`src/hdl/wdds_pkg.sv`:
```
// ----------------------------------------------------------------------------
// wdds_pkg
// shared types, register codes and reset values of the wind-driven sway unit
// ----------------------------------------------------------------------------
`default_nettype none

package wdds_pkg;

    localparam int CfgIdxW = 8;
    localparam int CfgDataW = 24;

    localparam logic [CfgIdxW-1:0] CFG_WIND_GAIN = 8'd0;
    localparam logic [CfgIdxW-1:0] CFG_STIFF_GAIN = 8'd1;
    localparam logic [CfgIdxW-1:0] CFG_DAMPING = 8'd2;
    localparam logic [CfgIdxW-1:0] CFG_WIND_PERIOD = 8'd3;

    localparam logic [23:0] WIND_GAIN_RST = 24'd16777;
    localparam logic [23:0] STIFF_GAIN_RST = 24'd335544;
    localparam logic [15:0] DAMPING_RST = 16'd64881;
    localparam logic [7:0] WIND_PERIOD_RST = 8'd20;

    // magnitude squared of one in q1.14
    localparam logic [47:0] MAG_ONE_SQ = 48'h0000_1000_0000;

    localparam int SqrtSteps = 24;
    localparam int DivSteps = 16;

    typedef struct packed {
        logic skip;
        logic signed [15:0] wind_x;
        logic signed [15:0] wind_y;
        logic signed [15:0] wind_z;
    } t_in;

    typedef struct packed {
        logic signed [15:0] bend_x;
        logic signed [15:0] bend_y;
        logic signed [15:0] bend_z;
        logic signed [15:0] vel_x;
        logic signed [15:0] vel_y;
        logic signed [15:0] vel_z;
    } t_out;

    typedef enum logic [3:0] {
        OP_NONE,
        OP_CAPTURE,
        OP_LATCH,
        OP_PULL,
        OP_REST,
        OP_V1,
        OP_DAMP,
        OP_V2,
        OP_SQ,
        OP_SUM,
        OP_COPY,
        OP_SQRT_INIT,
        OP_SQRT_STEP,
        OP_DIV_INIT,
        OP_DIV_STEP,
        OP_DIV_DONE
    } t_op;

    typedef struct packed {
        t_op op;
        logic [1:0] k;
        logic sel_vel;
        logic load_out;
    } t_cmd;

    typedef struct packed {
        logic skip;
        logic over;
        logic out_free;
    } t_stat;

    typedef enum logic [3:0] {
        S_IDLE,
        S_LATCH,
        S_UPD,
        S_SQ,
        S_SUM,
        S_CHECK,
        S_SQRT,
        S_DINIT,
        S_DIV,
        S_DDONE,
        S_NEXT,
        S_OUT
    } t_state;

endpackage

`default_nettype wire

```
`src/hdl/wdds_ctrl.sv`:
```
// ----------------------------------------------------------------------------
// wdds_ctrl
// sequencer that steps the sway datapath through one tick
// ----------------------------------------------------------------------------
`default_nettype none

module wdds_ctrl (
    input  wire logic          i_clk,
    input  wire logic          i_rst_n,
    input  wire logic          i_in_valid,
    output logic               o_in_stall,
    input  wire wdds_pkg::t_stat i_stat,
    output wdds_pkg::t_cmd     o_cmd
);
    import wdds_pkg::*;

    t_state r_state, n_state;
    logic [4:0] r_cnt, n_cnt;
    logic [1:0] r_k, n_k;
    logic r_sel, n_sel;

    always_ff @(posedge i_clk) begin
        if (!i_rst_n) begin
            r_state <= S_IDLE;
            r_cnt <= '0;
            r_k <= '0;
            r_sel <= 1'b0;
        end else begin
            r_state <= n_state;
            r_cnt <= n_cnt;
            r_k <= n_k;
            r_sel <= n_sel;
        end
    end

    // next state
    always_comb begin
        n_state = r_state;
        n_cnt = r_cnt;
        n_k = r_k;
        n_sel = r_sel;
        unique case (r_state)
            S_IDLE: begin
                if (i_in_valid) begin
                    n_state = S_LATCH;
                end
            end
            S_LATCH: begin
                n_cnt = '0;
                n_k = '0;
                n_sel = 1'b0;
                n_state = i_stat.skip ? S_OUT : S_UPD;
            end
            S_UPD: begin
                if (r_cnt == 5'd4) begin
                    n_cnt = '0;
                    if (r_k == 2'd2) begin
                        n_k = '0;
                        n_state = S_SQ;
                    end else begin
                        n_k = r_k + 2'd1;
                    end
                end else begin
                    n_cnt = r_cnt + 5'd1;
                end
            end
            S_SQ: begin
                if (r_k == 2'd2) begin
                    n_k = '0;
                    n_state = S_SUM;
                end else begin
                    n_k = r_k + 2'd1;
                end
            end
            S_SUM: n_state = S_CHECK;
            S_CHECK: begin
                n_cnt = '0;
                n_state = i_stat.over ? S_SQRT : S_NEXT;
            end
            S_SQRT: begin
                if (r_cnt == 5'(SqrtSteps - 1)) begin
                    n_cnt = '0;
                    n_k = '0;
                    n_state = S_DINIT;
                end else begin
                    n_cnt = r_cnt + 5'd1;
                end
            end
            S_DINIT: begin
                n_cnt = '0;
                n_state = S_DIV;
            end
            S_DIV: begin
                if (r_cnt == 5'(DivSteps - 1)) begin
                    n_state = S_DDONE;
                end else begin
                    n_cnt = r_cnt + 5'd1;
                end
            end
            S_DDONE: begin
                if (r_k == 2'd2) begin
                    n_state = S_NEXT;
                end else begin
                    n_k = r_k + 2'd1;
                    n_state = S_DINIT;
                end
            end
            S_NEXT: begin
                n_k = '0;
                if (r_sel) begin
                    n_state = S_OUT;
                end else begin
                    n_sel = 1'b1;
                    n_state = S_SQ;
                end
            end
            S_OUT: begin
                if (i_stat.out_free) begin
                    n_state = S_IDLE;
                end
            end
            default: n_state = S_IDLE;
        endcase
    end

    // commands
    always_comb begin
        o_cmd.op = OP_NONE;
        o_cmd.k = r_k;
        o_cmd.sel_vel = r_sel;
        o_cmd.load_out = 1'b0;
        o_in_stall = 1'b1;
        unique case (r_state)
            S_IDLE: begin
                o_in_stall = 1'b0;
                if (i_in_valid) begin
                    o_cmd.op = OP_CAPTURE;
                end
            end
            S_LATCH: begin
                if (!i_stat.skip) begin
                    o_cmd.op = OP_LATCH;
                end
            end
            S_UPD: begin
                case (r_cnt)
                    5'd0: o_cmd.op = OP_PULL;
                    5'd1: o_cmd.op = OP_REST;
                    5'd2: o_cmd.op = OP_V1;
                    5'd3: o_cmd.op = OP_DAMP;
                    default: o_cmd.op = OP_V2;
                endcase
            end
            S_SQ: o_cmd.op = OP_SQ;
            S_SUM: o_cmd.op = OP_SUM;
            S_CHECK: o_cmd.op = i_stat.over ? OP_SQRT_INIT : OP_COPY;
            S_SQRT: o_cmd.op = OP_SQRT_STEP;
            S_DINIT: o_cmd.op = OP_DIV_INIT;
            S_DIV: o_cmd.op = OP_DIV_STEP;
            S_DDONE: o_cmd.op = OP_DIV_DONE;
            S_NEXT: o_cmd.op = OP_NONE;
            S_OUT: o_cmd.load_out = i_stat.out_free;
            default: o_cmd.op = OP_NONE;
        endcase
    end

endmodule

`default_nettype wire

```
`src/hdl/wdds_dp.sv`:
```
// ----------------------------------------------------------------------------
// wdds_dp
// sway datapath: state, shared multiplier, root and divide units, output reg
// ----------------------------------------------------------------------------
`default_nettype none

module wdds_dp (
    input  wire logic                            i_clk,
    input  wire logic                            i_rst_n,
    input  wire logic                            i_cfg_we,
    input  wire logic [wdds_pkg::CfgIdxW-1:0]    i_cfg_index,
    input  wire logic [wdds_pkg::CfgDataW-1:0]   i_cfg_data,
    input  wire wdds_pkg::t_in                   i_in_data,
    input  wire wdds_pkg::t_cmd                  i_cmd,
    output wdds_pkg::t_stat                      o_stat,
    output logic                                 o_out_valid,
    input  wire logic                            i_out_stall,
    output wdds_pkg::t_out                       o_out_data
);
    import wdds_pkg::*;

    logic [23:0] r_wind_gain, r_stiff_gain;
    logic [15:0] r_damping;
    logic [7:0] r_wind_period, r_phase;

    t_in r_in;
    logic signed [15:0] r_held [3];
    logic signed [15:0] r_vel [3];
    logic signed [15:0] r_bend [3];
    logic signed [23:0] r_v1 [3];
    logic signed [23:0] r_b1 [3];
    logic signed [23:0] r_v2 [3];

    logic signed [49:0] r_prod, r_acc;
    logic [47:0] r_sum;
    logic [47:0] r_sqn;
    logic [25:0] r_srem;
    logic [23:0] r_root;
    logic [25:0] r_drem;
    logic [15:0] r_dlow;
    logic [15:0] r_quo;
    logic r_out_valid;
    t_out r_out;

    logic signed [24:0] mul_a, mul_b;
    logic signed [49:0] mul_p;
    logic signed [23:0] cval;
    logic signed [51:0] diff;
    logic signed [23:0] delta, v1;
    logic signed [49:0] damp_r;
    logic [8:0] phase_inc;
    logic [7:0] period;
    logic [27:0] sq_rem2, sq_trial;
    logic [23:0] cabs;
    logic [38:0] num;
    logic [25:0] dt, den;
    logic signed [15:0] qs;

    // configuration
    always_ff @(posedge i_clk) begin
        if (!i_rst_n) begin
            r_wind_gain <= WIND_GAIN_RST;
            r_stiff_gain <= STIFF_GAIN_RST;
            r_damping <= DAMPING_RST;
            r_wind_period <= WIND_PERIOD_RST;
        end else if (i_cfg_we) begin
            unique case (i_cfg_index)
                CFG_WIND_GAIN: r_wind_gain <= i_cfg_data;
                CFG_STIFF_GAIN: r_stiff_gain <= i_cfg_data;
                CFG_DAMPING: r_damping <= i_cfg_data[15:0];
                CFG_WIND_PERIOD: r_wind_period <= i_cfg_data[7:0];
                default: ;
            endcase
        end
    end

    assign cval = i_cmd.sel_vel ? r_v2[i_cmd.k] : r_b1[i_cmd.k];

    // shared multiplier operand select
    always_comb begin
        mul_a = 25'(cval);
        mul_b = 25'(cval);
        case (i_cmd.op)
            OP_PULL: begin
                mul_a = 25'(r_held[i_cmd.k]);
                mul_b = $signed({1'b0, r_wind_gain});
            end
            OP_REST: begin
                mul_a = 25'(r_bend[i_cmd.k]);
                mul_b = $signed({1'b0, r_stiff_gain});
            end
            OP_DAMP: begin
                mul_a = 25'(r_v1[i_cmd.k]);
                mul_b = $signed({9'd0, r_damping});
            end
            default: ;
        endcase
    end
    assign mul_p = mul_a * mul_b;

    // pull minus restoring force, rounded half up to q1.14
    assign diff = (52'(r_acc) <<< 6) - 52'(r_prod) + 52'sd8388608;
    assign delta = 24'(diff >>> 24);
    assign v1 = 24'(r_vel[i_cmd.k]) + delta;
    assign damp_r = (r_prod + 50'sd32768) >>> 16;

    assign period = (r_wind_period == 8'd0) ? 8'd1 : r_wind_period;
    assign phase_inc = {1'b0, r_phase} + 9'd1;

    assign sq_rem2 = {r_srem, r_sqn[47:46]};
    assign sq_trial = {2'b00, r_root, 2'b01};

    assign cabs = cval[23] ? 24'(-cval) : 24'(cval);
    assign num = {cabs, 15'd0} + 39'(r_root);
    assign den = {1'b0, r_root, 1'b0};
    assign dt = {r_drem[24:0], r_dlow[15]};
    assign qs = cval[23] ? -$signed(r_quo) : $signed(r_quo);

    always_ff @(posedge i_clk) begin
        if (!i_rst_n) begin
            r_phase <= '0;
            for (int i = 0; i < 3; i++) begin
                r_held[i] <= '0;
                r_vel[i] <= '0;
                r_bend[i] <= '0;
            end
        end else begin
            case (i_cmd.op)
                OP_LATCH: begin
                    if (r_phase == 8'd0) begin
                        r_held[0] <= r_in.wind_x;
                        r_held[1] <= r_in.wind_y;
                        r_held[2] <= r_in.wind_z;
                    end
                    r_phase <= (phase_inc >= {1'b0, period}) ? 8'd0 : phase_inc[7:0];
                end
                OP_COPY: begin
                    for (int i = 0; i < 3; i++) begin
                        if (i_cmd.sel_vel) begin
                            r_vel[i] <= r_v2[i][15:0];
                        end else begin
                            r_bend[i] <= r_b1[i][15:0];
                        end
                    end
                end
                OP_DIV_DONE: begin
                    if (i_cmd.sel_vel) begin
                        r_vel[i_cmd.k] <= qs;
                    end else begin
                        r_bend[i_cmd.k] <= qs;
                    end
                end
                default: ;
            endcase
        end
    end

    // working registers
    always_ff @(posedge i_clk) begin
        case (i_cmd.op)
            OP_CAPTURE: r_in <= i_in_data;
            OP_PULL: r_prod <= mul_p;
            OP_REST: begin
                r_acc <= r_prod;
                r_prod <= mul_p;
            end
            OP_V1: begin
                r_v1[i_cmd.k] <= v1;
                r_b1[i_cmd.k] <= 24'(r_bend[i_cmd.k]) + v1;
            end
            OP_DAMP: r_prod <= mul_p;
            OP_V2: r_v2[i_cmd.k] <= damp_r[23:0];
            OP_SQ: begin
                r_prod <= mul_p;
                r_sum <= (i_cmd.k == 2'd0) ? 48'd0 : r_sum + r_prod[47:0];
            end
            OP_SUM: r_sum <= r_sum + r_prod[47:0];
            OP_SQRT_INIT: begin
                r_sqn <= r_sum;
                r_srem <= '0;
                r_root <= '0;
            end
            OP_SQRT_STEP: begin
                r_sqn <= {r_sqn[45:0], 2'b00};
                if (sq_rem2 >= sq_trial) begin
                    r_srem <= 26'(sq_rem2 - sq_trial);
                    r_root <= {r_root[22:0], 1'b1};
                end else begin
                    r_srem <= sq_rem2[25:0];
                    r_root <= {r_root[22:0], 1'b0};
                end
            end
            OP_DIV_INIT: begin
                r_drem <= {3'd0, num[38:16]};
                r_dlow <= num[15:0];
                r_quo <= '0;
            end
            OP_DIV_STEP: begin
                r_dlow <= {r_dlow[14:0], 1'b0};
                if (dt >= den) begin
                    r_drem <= dt - den;
                    r_quo <= {r_quo[14:0], 1'b1};
                end else begin
                    r_drem <= dt;
                    r_quo <= {r_quo[14:0], 1'b0};
                end
            end
            default: ;
        endcase
    end

    // output register
    always_ff @(posedge i_clk) begin
        if (!i_rst_n) begin
            r_out_valid <= 1'b0;
        end else if (i_cmd.load_out) begin
            r_out_valid <= 1'b1;
        end else if (!i_out_stall) begin
            r_out_valid <= 1'b0;
        end
    end

    always_ff @(posedge i_clk) begin
        if (i_cmd.load_out) begin
            r_out <= '{bend_x: r_bend[0], bend_y: r_bend[1], bend_z: r_bend[2],
                       vel_x: r_vel[0], vel_y: r_vel[1], vel_z: r_vel[2]};
        end
    end

    assign o_stat.skip = r_in.skip;
    assign o_stat.over = (r_sum > MAG_ONE_SQ);
    assign o_stat.out_free = !r_out_valid || !i_out_stall;
    assign o_out_valid = r_out_valid;
    assign o_out_data = r_out;

endmodule

`default_nettype wire

```
`src/hdl/wind_driven_damped_sway_unit.sv`:
```
// ----------------------------------------------------------------------------
// wind_driven_damped_sway_unit
// damped spring sway of a trunk under latched wind, one transaction per tick
// ----------------------------------------------------------------------------
//
//  channel  | valid       | stall       | payload
//  ---------+-------------+-------------+--------------------------------
//  input    | i_in_valid  | o_in_stall  | i_in_data  (skip, wind x/y/z)
//  result   | o_out_valid | i_out_stall | o_out_data (bend x/y/z, vel x/y/z)
//  config   | i_cfg_we    | -           | i_cfg_index, i_cfg_data
//
//  a skipped tick goes from latch straight to output without an update;
//  each renormalised vector adds a square root and three divides,
//  so the worst case is set by the bit-serial root/divider
//  one transaction at a time; the result register lets the next transaction
//  in while a result is still stalled
//  synchronous active-low reset restores the register defaults and zero state
//
`default_nettype none

module wind_driven_damped_sway_unit (
    input  wire logic                            i_clk,
    input  wire logic                            i_rst_n,
    input  wire logic                            i_cfg_we,
    input  wire logic [wdds_pkg::CfgIdxW-1:0]    i_cfg_index,
    input  wire logic [wdds_pkg::CfgDataW-1:0]   i_cfg_data,
    input  wire logic                            i_in_valid,
    output logic                                 o_in_stall,
    input  wire wdds_pkg::t_in                   i_in_data,
    output logic                                 o_out_valid,
    input  wire logic                            i_out_stall,
    output wdds_pkg::t_out                       o_out_data
);
    import wdds_pkg::*;

    // command and status between sequencer and datapath
    t_cmd cmd;
    t_stat stat;

    wdds_ctrl u_ctrl (
        .i_clk      (i_clk),
        .i_rst_n    (i_rst_n),
        .i_in_valid (i_in_valid),
        .o_in_stall (o_in_stall),
        .i_stat     (stat),
        .o_cmd      (cmd)
    );

    wdds_dp u_dp (
        .i_clk       (i_clk),
        .i_rst_n     (i_rst_n),
        .i_cfg_we    (i_cfg_we),
        .i_cfg_index (i_cfg_index),
        .i_cfg_data  (i_cfg_data),
        .i_in_data   (i_in_data),
        .i_cmd       (cmd),
        .o_stat      (stat),
        .o_out_valid (o_out_valid),
        .i_out_stall (i_out_stall),
        .o_out_data  (o_out_data)
    );

endmodule

`default_nettype wire
```
`config.mk`:
```
export PLATFORM = sky130hd
export DESIGN_NAME = wind_driven_damped_sway_unit
export DESIGN_NICKNAME = d
export VERILOG_FILES = /design/src/hdl/wdds_pkg.sv /design/src/hdl/wdds_ctrl.sv /design/src/hdl/wdds_dp.sv /design/src/hdl/wind_driven_damped_sway_unit.sv
export SDC_FILE = /design/constraint.sdc
export NUM_CORES = 2
export LEC_CHECK = 0
export ABC_CLOCK_PERIOD_IN_PS = 20400
export BUFFER_PORTS_ARGS = -buffer_cell sky130_fd_sc_hd__clkbuf_2
export CORE_ASPECT_RATIO = 2
export CORE_UTILIZATION = 38
export DETAILED_ROUTE_END_ITERATION = 8
export GPL_TIMING_DRIVEN = 0
export PLACE_DENSITY = 0.59
export RECOVER_POWER = 50
export SLEW_MARGIN = 20
export SYNTH_ARGS = -nofsm -noshare
export SYNTH_HDL_FRONTEND = slang
export SYNTH_SLANG_ARGS = --single-unit
```
`constraint.sdc`:
```
create_clock -name i_clk -period 20.4 [get_ports i_clk]
set_input_delay 2.04 -clock i_clk [delete_from_list [all_inputs] [get_ports i_clk]]
set_output_delay 2.04 -clock i_clk [all_outputs]
set_load 0.05 [all_outputs]
```
## After elaboration in Yosys (flattened, before gate mapping)

Memories as Yosys holds them, arrays and structs flattened. A register that Yosys moved wholly into a read port is not among the register bits.
Index checks and enable logic that the tools add are counted.

- Add/sub/neg operators: 14
- $mul: 1
- Magnitude comparators: 4
- Equality and inequality tests: 46
- Muxes and demuxes: 100
- Bitwise gates (word level): 9
- Reduce and logical (&&, ||, !) cells: 27

Operators by type and width:

| operator | count |
|---|---|
| $mux W16 | 12 |
| $pmux W48 S2 | 2 |
| $pmux W25 S3 | 2 |
| $pmux W16 S2 | 2 |
| $pmux W26 S2 | 1 |
| $pmux W25 S2 | 1 |
| $add A16 B24 Y24 | 2 |
| $add A48 B25 Y48 const B | 1 |
| $add A48 B48 Y48 | 1 |
| $eq A4 B4 Y1 const B | 12 |
| $gt A48 B29 Y1 const B | 1 |
| $mul A25 B25 Y48 | 1 |
| $mux W24 | 2 |
| $mux W48 | 1 |
| $pmux W24 S2 | 1 |
| $pmux W4 S12 | 1 |
| $sub A48 B48 Y48 | 1 |
| $mux W4 | 11 |
| $add A40 B17 Y40 const B | 1 |
| $pmux W4 S10 | 1 |
| $add A39 B24 Y39 | 1 |
| $mux W2 | 19 |
| $mux W1 | 33 |
| $eq A4 B3 Y1 const B | 8 |
| other kinds (47) | 83 |

- Register bits: 435
- Memory bits (writable): 360
- Output and inout port bits: 98
- Logic and storage cells: 230
- Memories: 6

Memory list:

| name | depth | width | rd ports | clocked after Yosys merged registers in | wr ports | line | text |
|---|---|---|---|---|---|---|---|
| u_dp.r_b1 | 3 | 24 | 4 | 1 | 1 | wdds_dp.sv:31 | `logic signed [23:0] r_b1 [3];` |
| u_dp.r_v1 | 3 | 24 | 1 | 1 | 1 | wdds_dp.sv:30 | `logic signed [23:0] r_v1 [3];` |
| u_dp.r_v2 | 3 | 24 | 4 | 1 | 1 | wdds_dp.sv:32 | `logic signed [23:0] r_v2 [3];` |
| u_dp.r_bend | 3 | 16 | 4 | 4 | 3 | wdds_dp.sv:29 | `logic signed [15:0] r_bend [3];` |
| u_dp.r_held | 3 | 16 | 1 | 1 | 3 | wdds_dp.sv:27 | `logic signed [15:0] r_held [3];` |
| u_dp.r_vel | 3 | 16 | 4 | 4 | 3 | wdds_dp.sv:28 | `logic signed [15:0] r_vel [3];` |

## Longest topological paths before layout

- Depth after elaboration: 9
- Mapped depth: 43

## Modules after synthesis

Synthesis repeated with hierarchy kept, for this count alone.

- Cells, all modules: 6559
- Area total of the unflattened synthesis: 70219.8 µm²

Modules (own cells, without submodules):

| module | instances | cells an instance | area an instance (µm²) | sequential area each (µm²) |
|---|---|---|---|---|
| wdds_dp | 1 | 6407 | 69066.2 | 27986.8 |
| wdds_ctrl | 1 | 152 | 1153.6 | 240.2 |

## Worst setup path before layout

OpenSTA, ideal clock, no wires.

- Path type: input-to-reg
- Start point: input i_in_valid
- End point: register u_dp.r_prod[47] (data pin)
- Arrival time: 11.136 ns
- Required time: 20.141 ns
- Slack: 9.005 ns
- Stages: 30
- Buffers on the path: 2
- Cells stage by stage: a32oi_1 > o211a_1 > nand3_1 > nor2_1 > clkbuf_1 > a22oi_1 > o21ai_1 > clkbuf_1 > nand2_1 > fa_1 > inv_1 > fa_1 > fa_1 > fa_1 > fa_1 > fa_1 > inv_1 > fa_1 > inv_1 > ha_1 > a2111oi_0 > o21ai_0 > and3b_1 > o41ai_1 > a21oi_1 > a221oi_1 > o21ai_0 > a41oi_1 > a21oi_1 > xnor2_1

- Longest elaborated chain between the ends: 5

RTL lines:

| item | line | text |
|---|---|---|
| start: declaration | wind_driven_damped_sway_unit.sv:27 | `input wire logic i_in_valid,` |
| $mux W1 * | wdds_ctrl.sv:136 | `if (i_in_valid) begin` |
| $pmux W4 S10 * | wdds_ctrl.sv:133 | `unique case (r_state)` |
| $eq A4 B3 Y1 / $eq A4 B2 Y1 (equally long branches) | wdds_dp.sv:83 | `case (i_cmd.op)` |
| $pmux W25 S3 | wdds_dp.sv:83 |  |
| $mul A25 B25 Y48 * | wdds_dp.sv:99 | `assign mul_p = mul_a * mul_b;` |
| named net u_dp.mul_p[47] | wdds_dp.sv:46 | `logic signed [49:0] mul_p;` |
| end signal: assignment | wdds_dp.sv:162 | `OP_PULL: r_prod <= mul_p;` |
| end signal: assignment | wdds_dp.sv:165 | `r_prod <= mul_p;` |
| end signal: assignment | wdds_dp.sv:171 | `OP_DAMP: r_prod <= mul_p;` |
| end: declaration | wdds_dp.sv:34 | `logic signed [49:0] r_prod, r_acc;` |

The timed path passes the listed nets; every way through them passes the cells marked *.
A chain may end at the register's enable or synchronous reset.

==> flow_results.org <==
** Synth
- The cell area that synthesis handed to floorplanning was ~0.07 mm2.
- Post-Synthesis Mean Instance Area :: between 10 and 15 um2
- The share of synthesized area in the top cell type comes to between 30% and 40%.
- Of all cell types, the one taking the most synthesized area is sky130_fd_sc_hd__edfxtp_1.
- In the synthesized netlist the async set-or-reset flop fraction comes to 0%.
- When the netlist entered floorplanning its net count stood at about 7700.
- Number of flops mapped to enable cells by yosys :: 878
- Among all flip-flop cells after synthesis, the most frequent one is sky130_fd_sc_hd__edfxtp_1.
- Flops & latches, synth :: 973
- Post-synthesis instance total :: roughly 6600
- Netlist cell types :: 97
- During synthesis, Yosys emitted a total of 0 warnings.
- Ranked by total cell area, the synthesized netlist is headed by sky130_fd_sc_hd__edfxtp_1, sky130_fd_sc_hd__fa_1, sky130_fd_sc_hd__ha_1.
- Proportion of synthesized chip area in sequential cells :: between 40% and 50%

** Global routing
- Global router's overall resource usage :: about 30%
- Top Usage Layer GRT :: met2
- GR Util met2 :: 54.30%
- In the global route stage, met1 resource usage came out at approximately 28%.
- The number of global-route vias before repair was about 54000.
- Global-route wire length before repair :: just under 400 mm
- Antenna violations before repair :: 11
- Largest net degree at the start of global routing :: 51
- Final global-route overflow total :: 0
- Fraction of met3 tracks used by global routing :: 3.660%

** Layout
- The finished cells cover just under 0.08 mm2.
- Area overhead of the layout relative to synthesis :: 11.53%
- Total Nets Final :: between 7000 and 8000
- In the final layout, the share of cells above drive strength 1 is 6.768%.

** Detailed routing
- Vias :: 51513
- Routed Antenna Nets :: 0
- Post-detailed-route DRC marker count :: 0
- The pre-antenna-repair detailed-routing pass consisted of 6 iterations.
- Final wirelength :: between 200 and 300 mm
- Number of violations reported at the end of detailed-routing iteration 0 :: between 3000 and 4000
- Dividing the detail-routed via count by the number of cells gives ~5.5.
- DR WL/cell :: between 20 and 30 um

** Floorplanning
- Starting density of the core :: 38.36%
- Area inside the core boundary :: about 0.18 mm2
- Vertical extent of the die :: approximately 610 um
- Floorplan die width :: a little over 300 um
- Row generation in the floorplan step produced 222 rows.
- between 150 and 200 I/O pins were placed.
- Total die area :: 0.1866 mm2

** Setup path
- The kind of cell with the highest combined delay along the critical path is buffers and inverters.
- Data arrival, critical path :: about 17 ns
- The most numerous cell type found on the critical path is sky130_fd_sc_hd__fa_1.
- Category of the most critical setup path :: reg -> reg
- Worst setup SP type :: register
- Counting both buffers and inverters, the worst setup path holds a total of 15.
- The slowest stage of the critical path is the sky130_fd_sc_hd__a221oi_1 cell.
- Of all nets on the critical path, the largest fanout is 10.
- The worst setup path is captured at a register.
- Largest stage delay on the critical path :: 1.01 ns
- For the worst setup path, the data required time is about 21 ns.

** Timing
- Worst Clk Skew :: approximately 0.088 ns
- Number of hold violations in the final report :: 0
- The count of pins over their slew limit came to between 150 and 200.
- At the pin with the least slew margin, the transition time is 2.923 ns.
- Measured against its own limit, the worst slew margin works out to -94.87%.
- Final critical delay including setup and external delays :: about 17 ns
- Derived from the worst setup path, the maximum achievable clock frequency is 59.01 MHz.
- Total Negative Setup Slacks :: 0 ns
- Setup repair after global routing left no endpoint under its margin.
- Setup-violating endpoint count in the final report :: 0
- Period utilisation layout :: between 80% and 90%

** Clock network
- For the worst-skew pair, the clock arrives at the later sink with an insertion delay of approximately 0.72 ns.
- After clock tree synthesis, the clock-pin slew on the worst setup and hold paths is 0.08 ns.
- TritonCTS built the clock tree.
- Resized cells post-CTS :: 0
- Buffer type at the clock tree root :: sky130_fd_sc_hd__clkbuf_16
- Clock tree synthesis found a total of 973 sinks.
- CTS max path bufs :: 3
- Clock buffer count from CTS :: 86
- Deepest level of the CTS H-tree :: 3
- Setup Buffers After CTS :: 0
- CTS Hold Bufs :: 0

** Place
- Placed standard-cell area :: between 0.07 and 0.08 mm2
- The count of buffers added on input and output ports is around 180.
- Placer's final routability congestion estimate :: 0.9803
- HPWL Detailed :: 228.5 mm

** Status
- The final reports fail on capacitance limit, slew limit.
- The flow ran to the end, but the final reports show violations.

** Run
- Number of max-cap violations :: 6

** Min path
- The min-delay analysis places its worst path in the category reg -> reg.
==> path summary, 6_finish.rpt <==
kind                            slack (ns)                  startpoint  cells past startpoint                         to
worst max-delay path                  3.45                    register                     39  u_dp.r_prod[47]$_DFFE_PP_
worst min-delay path                  0.45  u_dp.r_vel[0][0]$_DFFE_PP_                      0   o_out_data[32]$_DFFE_PP_
worst max register to register        3.45                    register                     39  u_dp.r_prod[47]$_DFFE_PP_
worst min register to register        0.45  u_dp.r_vel[0][0]$_DFFE_PP_                      0   o_out_data[32]$_DFFE_PP_
==> cell usage in the layout (no fill, tap or decap), types with 18 or more instances in the layout <==
cell type,count
sky130_fd_sc_hd__clkbuf_2,65
sky130_fd_sc_hd__mux2i_1,74
sky130_fd_sc_hd__o21ai_0,260
sky130_fd_sc_hd__mux4_2,73
sky130_fd_sc_hd__or2_2,20
sky130_fd_sc_hd__edfxtp_1,878
sky130_fd_sc_hd__and2_0,38
sky130_fd_sc_hd__nor2_1,616
sky130_fd_sc_hd__nor2b_1,56
sky130_fd_sc_hd__and3_1,27
sky130_fd_sc_hd__xnor2_1,181
sky130_fd_sc_hd__nand2b_1,65
sky130_fd_sc_hd__clkbuf_16,87
sky130_fd_sc_hd__ha_1,393
sky130_fd_sc_hd__a211oi_1,37
sky130_fd_sc_hd__a21o_1,90
sky130_fd_sc_hd__o21bai_1,21
sky130_fd_sc_hd__xor2_1,87
sky130_fd_sc_hd__a21oi_1,329
sky130_fd_sc_hd__fa_1,632
sky130_fd_sc_hd__inv_1,788
sky130_fd_sc_hd__and2_1,58
sky130_fd_sc_hd__a31oi_1,32
sky130_fd_sc_hd__clkbuf_1,343
sky130_fd_sc_hd__nand4_1,28
sky130_fd_sc_hd__nand3_1,81
sky130_fd_sc_hd__buf_2,18
sky130_fd_sc_hd__nor3_1,75
sky130_fd_sc_hd__or3_1,21
sky130_fd_sc_hd__nand2_1,911
sky130_fd_sc_hd__dfxtp_1,95
sky130_fd_sc_hd__o211ai_1,18
sky130_fd_sc_hd__o21a_1,37
==> flip-flops by register name, summed over array words and instances (netlist names), 16 cells and up, named ones only <==
signal	cells
u_dp.r_quo	16
u_dp.r_root	24
u_dp.r_srem	26
u_dp.r_prod	48
u_dp.r_v1	72
u_dp.r_sqn	48
u_dp.r_damping	16
u_dp.r_v2	96
u_dp.r_stiff_gain	24
u_dp.r_wind_gain	24
u_dp.r_drem	25
u_dp.r_sum	48
u_dp.r_acc	42
u_dp.r_held	48
u_dp.r_in	48
o_out_data	96
u_dp.r_dlow	16
u_dp.r_bend	64
u_dp.r_b1	96
u_dp.r_vel	64
==> area by class of cell <==
cell class | count | area (um2)
timing repair buffer | 245 | 1632
sequential | 973 | 28270
antenna | 6 | 15.01
buffer | 246 | 1011
clock inverter | 62 | 875.8
fill | 17541 | 104700
clock buffer | 99 | 2262
multi-input combinational | 4543 | 38340
inverter | 791 | 2969
tap | 2352 | 2943
==> Yosys cell counts, types with 8 or more instances <==
library cell                 n
sky130_fd_sc_hd__nor3_1     75
sky130_fd_sc_hd__clkbuf_1  199
sky130_fd_sc_hd__o21ai_1    12
sky130_fd_sc_hd__o21a_1     37
sky130_fd_sc_hd__inv_1     787
sky130_fd_sc_hd__a41oi_1    15
sky130_fd_sc_hd__xnor2_1   183
sky130_fd_sc_hd__o31ai_1    10
sky130_fd_sc_hd__buf_2      19
sky130_fd_sc_hd__a221oi_1   13
sky130_fd_sc_hd__nand2b_1   65
sky130_fd_sc_hd__nand3_1    81
sky130_fd_sc_hd__nand2_1   911
sky130_fd_sc_hd__a221o_1     9
sky130_fd_sc_hd__nand4_1    28
sky130_fd_sc_hd__o211ai_1   18
sky130_fd_sc_hd__ha_1      393
sky130_fd_sc_hd__buf_1      18
sky130_fd_sc_hd__a21o_1     90
sky130_fd_sc_hd__a21boi_0   13
sky130_fd_sc_hd__and3_1     27
sky130_fd_sc_hd__nor2b_1    56
sky130_fd_sc_hd__o21bai_1   21
sky130_fd_sc_hd__a211o_1     9
sky130_fd_sc_hd__and2_1     93
sky130_fd_sc_hd__o21ai_0   266
sky130_fd_sc_hd__mux2i_1    82
sky130_fd_sc_hd__a31oi_1    36
sky130_fd_sc_hd__dfxtp_1    95
sky130_fd_sc_hd__nor4_1     17
sky130_fd_sc_hd__a21oi_1   333
sky130_fd_sc_hd__or3_1      21
sky130_fd_sc_hd__a211oi_1   42
sky130_fd_sc_hd__edfxtp_1  878
sky130_fd_sc_hd__fa_1      632
sky130_fd_sc_hd__mux4_2     73
sky130_fd_sc_hd__a22oi_1     8
sky130_fd_sc_hd__and4_1      8
sky130_fd_sc_hd__nor2_1    627
sky130_fd_sc_hd__or2_2      20
sky130_fd_sc_hd__xor2_1     88
==> metal layers <==
layer	vias to the layer above	routed length, um
met5	-	22
met4	4	31930
met3	729	12700
met2	1896	144500
met1	26103	85110
li1	22781	-
==> metrics by stage <==
stage          hold WS, ns  cells  setup slack [ns]  util [%]
2_1_floorplan       0.4207   6553             9.005         -
3_3_place_gp        0.4231   9087             3.305     40.46
3_5_place_dp        0.4296   9150             4.868     41.30
4_1_cts             0.4493   9311             4.772     43.02
5_1_grt             0.4581   9312             3.297     42.78
6_report            0.4477   9317             3.454     42.78
==> cell families (layout without fill, tap and decap cells) <==
kind of cell             after synthesis  count (layout)  share of synthesized area (%)
AND/OR/NAND/NOR                     2074            2074                          12.92
buffers and inverters               1037            1443                          5.665
adder cells (fa/ha/maj)             1025            1025                          25.02
AO/OA/AOI/OAI                       1002            1002                          8.749
flip-flops                           973             973                          40.26
XOR/XNOR                             273             273                          3.453
multiplexers                         169             169                          3.929
other                                  0               6                              0
Power is left out: the tool's default activity adds up to more than one toggle a clock period on the data nets, which glitch-free logic cannot reach.
